==> src/hdl/mch_pkg.sv <==
package mch_pkg;

  localparam int SCALE_FRAC_BITS   = 14;
  localparam int HEADING_FRAC_BITS = 6;

  localparam int RAW_W   = 16;
  localparam int FIELD_W = 16;
  localparam int REG_W   = 48;
  localparam int CAL_W   = 18;
  localparam int HEAD_W  = 15;
  localparam int DIFF_W  = RAW_W + 1;
  localparam int PROD_W  = FIELD_W + DIFF_W;
  localparam int ACC_W   = PROD_W + 2;

  localparam int IN_DATA_W  = 3 * RAW_W;
  localparam int OUT_BITS   = 3 * CAL_W + HEAD_W;
  localparam int OUT_DATA_W = ((OUT_BITS + 7) / 8) * 8;
  localparam int OUT_PAD_W  = OUT_DATA_W - OUT_BITS;

  localparam int CFG_IDX_W = 2;
  localparam logic [CFG_IDX_W-1:0] CFG_BIAS  = 2'd0;
  localparam logic [CFG_IDX_W-1:0] CFG_ROW_X = 2'd1;
  localparam logic [CFG_IDX_W-1:0] CFG_ROW_Y = 2'd2;
  localparam logic [CFG_IDX_W-1:0] CFG_ROW_Z = 2'd3;

  localparam logic [FIELD_W-1:0] SCALE_ONE = FIELD_W'(1 << SCALE_FRAC_BITS);
  localparam logic signed [ACC_W-1:0] SCALE_RND = ACC_W'(1 << (SCALE_FRAC_BITS - 1));
  localparam logic signed [ACC_W-1:0] CAL_MAX = ACC_W'((1 << (CAL_W - 1)) - 1);
  localparam logic signed [ACC_W-1:0] CAL_MIN = ACC_W'(-(1 << (CAL_W - 1)));

  localparam int ANG_FRAC        = 20;
  localparam int CORDIC_STEPS    = 24;
  localparam int STEPS_PER_STAGE = 2;
  localparam int CORDIC_STAGES   = CORDIC_STEPS / STEPS_PER_STAGE;
  localparam int PRE_SHIFT       = 16;
  localparam int XW              = 38;
  localparam int ZW              = 32;

  localparam logic signed [ZW-1:0] ANG_180  = ZW'(180 << ANG_FRAC);
  localparam logic signed [ZW-1:0] ANG_360  = ZW'(360 << ANG_FRAC);
  localparam logic signed [ZW-1:0] HEAD_RND = ZW'(1 << (ANG_FRAC - HEADING_FRAC_BITS - 1));
  localparam int HEAD_SHIFT = ANG_FRAC - HEADING_FRAC_BITS;
  localparam logic [ZW-1:0] HEAD_FULL = ZW'(360 << HEADING_FRAC_BITS);

  typedef struct packed {
    logic signed [CAL_W-1:0] z;
    logic signed [CAL_W-1:0] y;
    logic signed [CAL_W-1:0] x;
  } cal_t;

  typedef struct packed {
    logic                 zero;
    logic signed [XW-1:0] x;
    logic signed [XW-1:0] y;
    logic signed [ZW-1:0] ang;
    cal_t                 cal;
  } cordic_t;

  function automatic logic signed [FIELD_W-1:0] field16(input logic [REG_W-1:0] r,
                                                        input int k);
    return $signed(r[FIELD_W*k +: FIELD_W]);
  endfunction

  function automatic logic signed [ZW-1:0] atan_deg(input int i);
    logic signed [ZW-1:0] t;
    case (i)
      0:  t = ZW'(47185920);
      1:  t = ZW'(27855475);
      2:  t = ZW'(14718068);
      3:  t = ZW'(7471121);
      4:  t = ZW'(3750058);
      5:  t = ZW'(1876857);
      6:  t = ZW'(938658);
      7:  t = ZW'(469357);
      8:  t = ZW'(234682);
      9:  t = ZW'(117342);
      10: t = ZW'(58671);
      11: t = ZW'(29335);
      12: t = ZW'(14668);
      13: t = ZW'(7334);
      14: t = ZW'(3667);
      15: t = ZW'(1833);
      16: t = ZW'(917);
      17: t = ZW'(458);
      18: t = ZW'(229);
      19: t = ZW'(115);
      20: t = ZW'(57);
      21: t = ZW'(29);
      22: t = ZW'(14);
      23: t = ZW'(7);
      default: t = '0;
    endcase
    return t;
  endfunction

endpackage

==> src/hdl/mch_heading_out.sv <==
module mch_heading_out (
  input  logic                            clk_i,
  input  logic                            rst_ni,
  input  logic                            ce_i,
  input  logic                            in_vld_i,
  input  mch_pkg::cordic_t                in_i,
  output logic                            out_vld_o,
  output logic [mch_pkg::OUT_DATA_W-1:0]  out_data_o
);

  logic                          a_vld_q;
  logic                          a_zero_q;
  logic signed [mch_pkg::ZW-1:0] a_ang_d;
  logic signed [mch_pkg::ZW-1:0] a_ang_q;
  mch_pkg::cal_t                 a_cal_q;

  logic                              o_vld_q;
  logic [mch_pkg::OUT_DATA_W-1:0]    o_data_d;
  logic [mch_pkg::OUT_DATA_W-1:0]    o_data_q;

  assign a_ang_d = in_i.ang + (in_i.ang[mch_pkg::ZW-1] ?
                               mch_pkg::ANG_360 + mch_pkg::HEAD_RND : mch_pkg::HEAD_RND);

  always_comb begin
    logic [mch_pkg::ZW-1:0] h;
    logic [mch_pkg::HEAD_W-1:0] head;
    h = $unsigned(a_ang_q) >> mch_pkg::HEAD_SHIFT;
    if (h >= mch_pkg::HEAD_FULL) begin
      h = h - mch_pkg::HEAD_FULL;
    end
    head = a_zero_q ? '0 : h[mch_pkg::HEAD_W-1:0];
    o_data_d = {{mch_pkg::OUT_PAD_W{1'b0}}, head, a_cal_q.z, a_cal_q.y, a_cal_q.x};
  end

  always_ff @(posedge clk_i or negedge rst_ni) begin
    if (!rst_ni) begin
      a_vld_q <= 1'b0;
      o_vld_q <= 1'b0;
    end else if (ce_i) begin
      a_vld_q <= in_vld_i;
      o_vld_q <= a_vld_q;
    end
  end

  always_ff @(posedge clk_i) begin
    if (ce_i) begin
      a_zero_q <= in_i.zero;
      a_ang_q  <= a_ang_d;
      a_cal_q  <= in_i.cal;
      o_data_q <= o_data_d;
    end
  end

  assign out_vld_o  = o_vld_q;
  assign out_data_o = o_data_q;

endmodule

==> config.mk <==
export PLATFORM = sky130hd
export DESIGN_NAME = mch_heading_out
export DESIGN_NICKNAME = d
export VERILOG_FILES = /design/src/hdl/mch_pkg.sv /design/src/hdl/mch_heading_out.sv
export SDC_FILE = /design/constraint.sdc
export NUM_CORES = 1
export LEC_CHECK = 0
export ABC_AREA = 1
export BUFFER_PORTS_ARGS = -buffer_cell sky130_fd_sc_hd__buf_4
export CELL_PAD_IN_SITES_DETAIL_PLACEMENT = 1
export CELL_PAD_IN_SITES_GLOBAL_PLACEMENT = 2
export CORE_MARGIN = 2
export CORE_UTILIZATION = 25
export DETAILED_ROUTE_END_ITERATION = 6
export PLACE_DENSITY_LB_ADDON = 0.1
export RECOVER_POWER = 50
export SETUP_SLACK_MARGIN = 0.1
export SYNTH_ARGS = -nofsm -noshare
export SYNTH_HDL_FRONTEND = slang
export SYNTH_SLANG_ARGS = --single-unit
==> constraint.sdc <==
create_clock -name clk_i -period 1.8 [get_ports clk_i]
set_clock_uncertainty 0.15 [all_clocks]
set_input_delay 0.45 -clock clk_i [delete_from_list [all_inputs] [get_ports clk_i]]
set_output_delay 0.45 -clock clk_i [all_outputs]
set_load 0.01 [all_outputs]
==> run_results.csv <==
group,metric,value,unit
setup_path,r2r_end,"out_data_o[66]",
timing,final-hold-violation-count,0,
timing,fin_crit_sh,87.99,%
pwr,clkPwrFrac,42.3,%
setup_path,r2r_cells,8,
pwr,powerDensity,1119,mW/mm2
pwr,switching_share,21.37,%
layout,drive_above_1_share,39.31,%
clock_network,cts_root_buf,"clkbuf_16",
layout,area_growth,42.75,%
layout,nets,684,
place,portBuffers,147,
min_path,min_path_type,"input pin to flip-flop",
place,post-place-ws,-296.5,ps
clock_network,htreeDepth,4,
clock_network,cts_tree,"done",
routing,final_antenna_net_count,0,
routing,wl,11120,um
layout,regArea,0.004314,mm2
timing,setup_slack,216.2,ps
routing,viasPerCell,3.950,
place,dpl_cell_area,0.006874,mm2
global_route,grt_usage,10.47,%
floorplan,die-area,0.02206,mm2
setup_path,arrival,1590,ps
pwr,power_frac_comb,8.7,%
clock_network,cts_made_buffers,17,
setup_path,reg2reg_setup_slack,260,ps
routing,drt_iter0_drc,181,
layout,final_cell_mix,"edfxtp_1, buf_4, clkbuf_4",
layout,multi_input_area,813.3,um2
yosys,syn_avg_cell_area,16.07,um2
place,place_congestion,0.7075,
yosys,ys_ff_latch,144,
clock_network,clkTransAtPathRegs,60,ps
setup_path,rr_startpoint,"a_ang_q[23]",
timing,setup_viol,0,
pwr,p_sw,1782,uW
routing,wire_per_inst,14.00,um
timing,slew_violations,0,
layout,design_area,0.007453,mm2
yosys,yosysWarnings,0,
timing,worst_pin_slew,683.3,ps
setup_path,critPathKind,"input pin to flip-flop",
clock_network,clk-insertion-delay-late,410,ps
place,dp_hpwl,8370,um
global_route,grt_pass1_vias,3263,
timing,fin_crit,1584,ps
layout,final_common_cell,"edfxtp_1",
min_path,hold_depth,1,
floorplan,initial_core_util,25.64,%
pwr,vdd_drop_max,537.5,uV
status,outcome,"finished clean",
timing,finalSetupTns,0,ps
clock_network,clock-sinks,144,
floorplan,fp.dieW,148.5,um
setup_path,startpoint,"in_i[85]",
timing,rsz0062_at_grt,"false",
timing,timing.fmax,0.6314,GHz
routing,dr.pass1.iters,4,
yosys,ys_types,20,
setup_path,crit_path_end_kind,"flip-flop",
setup_path,cp-start-kind,"input pin",
global_route,gr-total-overflow,0,
pwr,p_int,6556,uW
yosys,seq_area_frac_synth,82.63,%
floorplan,std_cell_rows,52,
routing,vias,3136,
setup_path,critPathRequiredTime,1810,ps
layout,utilization,36.60,%
min_path,worstHoldStart,"in_i[21]",
setup_path,crit_path_max_fanout,5,
floorplan,io_pins,240,
job,cap_violations,0,
yosys,synthCells,325,
pwr,pwr-share-seq,49.0,%
floorplan,die_h,148.5,um
global_route,grt_pass1_wl,17480,um
timing,relSlewSlack,54.45,%
routing,drc,0,
timing,holdWs,88.22,ps
layout,fillerInstances,2158,
floorplan,core-area,0.02036,mm2
global_route,grt_max_degree,39,
pwr,leakagePower,0.003014,uW
clock_network,cts_buffer_depth,2,
layout,num_antenna_cells,0,
min_path,hold_end,"a_cal_q[21]",
global_route,antenna_found_initial,0,
yosys,syn_area,0.005221,mm2
-- layout make-up --
class / count / share of cell area, %
sequential: 144 / 57.88
timing repair buffer: 169 / 17.32
multi-input combinational: 152 / 10.91
clock buffer: 20 / 5.859
tap: 270 / 4.532
clock inverter: 12 / 2.132
inverter: 27 / 1.360
-- logic make-up (layout without fill, tap and decap cells) --
logic type / count (synthesis) / count (layout) / share of synthesized area [%]
fa+ha+maj: 6 / 6 / 1.438
simple gates: 113 / 113 / 9.394
xor+xnor: 16 / 16 / 2.684
buf+inv: 31 / 228 / 2.444
other cells: 1 / 3 / 0.07182
flops: 144 / 144 / 82.63
compound gates: 14 / 14 / 1.342
-- timing repair --
action	4_1_cts	5_1_grt
hold buffers	1	0
hold endpoints to repair	2	0
buffers inserted	0	0
gates resized for setup	0	4
endpoints found under the setup margin	0	2
-- critical path: stages --
cell and delay [ps]:
buf_4 150, ha_1 320, nand2_1 60, nor2_1 160, nand2_1 80, nor2_1 100
nand2_1 100, nand3_1 100, nand2_1 70
-- layer usage --
metal / vias up / GRT usage, % / share of wire, %
met5: - / 0 / 0
met1: 1499 / 13.82 / 47
met2: 103 / 15.97 / 45
li1: 1523 / - / -
met4: 0 / 3.857 / 1.3
met3: 11 / 3.681 / 6.6
-- cell usage after synthesis, drive strengths merged --
library cell | count | area share [%]
clkbuf | 1 | 0.072
nand2 | 55 | 4.0
xnor2 | 6 | 1.0
nand3 | 18 | 1.9
buf | 3 | 0.43
conb | 1 | 0.072
edfxtp | 142 | 82
xor2 | 10 | 1.7
nor2 | 34 | 2.7
o21ai | 4 | 0.38
dfrtp | 2 | 0.96
ha | 6 | 1.4
nand4 | 3 | 0.36
inv | 27 | 1.9
nor3 | 3 | 0.38
a21oi | 10 | 0.96
-- sequential cells by signal, indices dropped and copies added, names as in the netlist --
register	flops
a_cal_q	54
out_data_o	69
out_vld_o	1
a_vld_q	1
a_zero_q	1
a_ang_q	18
-- worst max-delay path by stage --
stage | slack, ps | endpoint | cells past startpoint
after floorplan | 100 | a_ang_q[30] | 8
after global placement | -250 | a_ang_q[30] | 9
after detailed placement | -300 | a_ang_q[30] | 9
after CTS | 140 | a_ang_q[30] | 9
after global routing | 120 | a_ang_q[30] | 9
final | 220 | a_ang_q[30] | 9
-- stage by stage --
| step | std cells | power, uW |
|---|---|---|
| after CTS | 794 | 8488 |
| after floorplan | 327 | 4394 |
| final | 794 | 8337 |
| after global routing | 794 | 8693 |
| after global placement | 761 | 4887 |
| after detailed placement | 761 | 4915 |
-- power by group through the flow --
stage	clock, uW	combinational, uW	sequential, uW
6_report	3520	727	4090
5_1_grt	3770	808	4110
4_1_cts	3640	757	4090
3_5_place_dp	0	753	4160
3_3_place_gp	0	743	4140
2_1_floorplan	0	197	4200
Power figures use the tool's default switching activity.
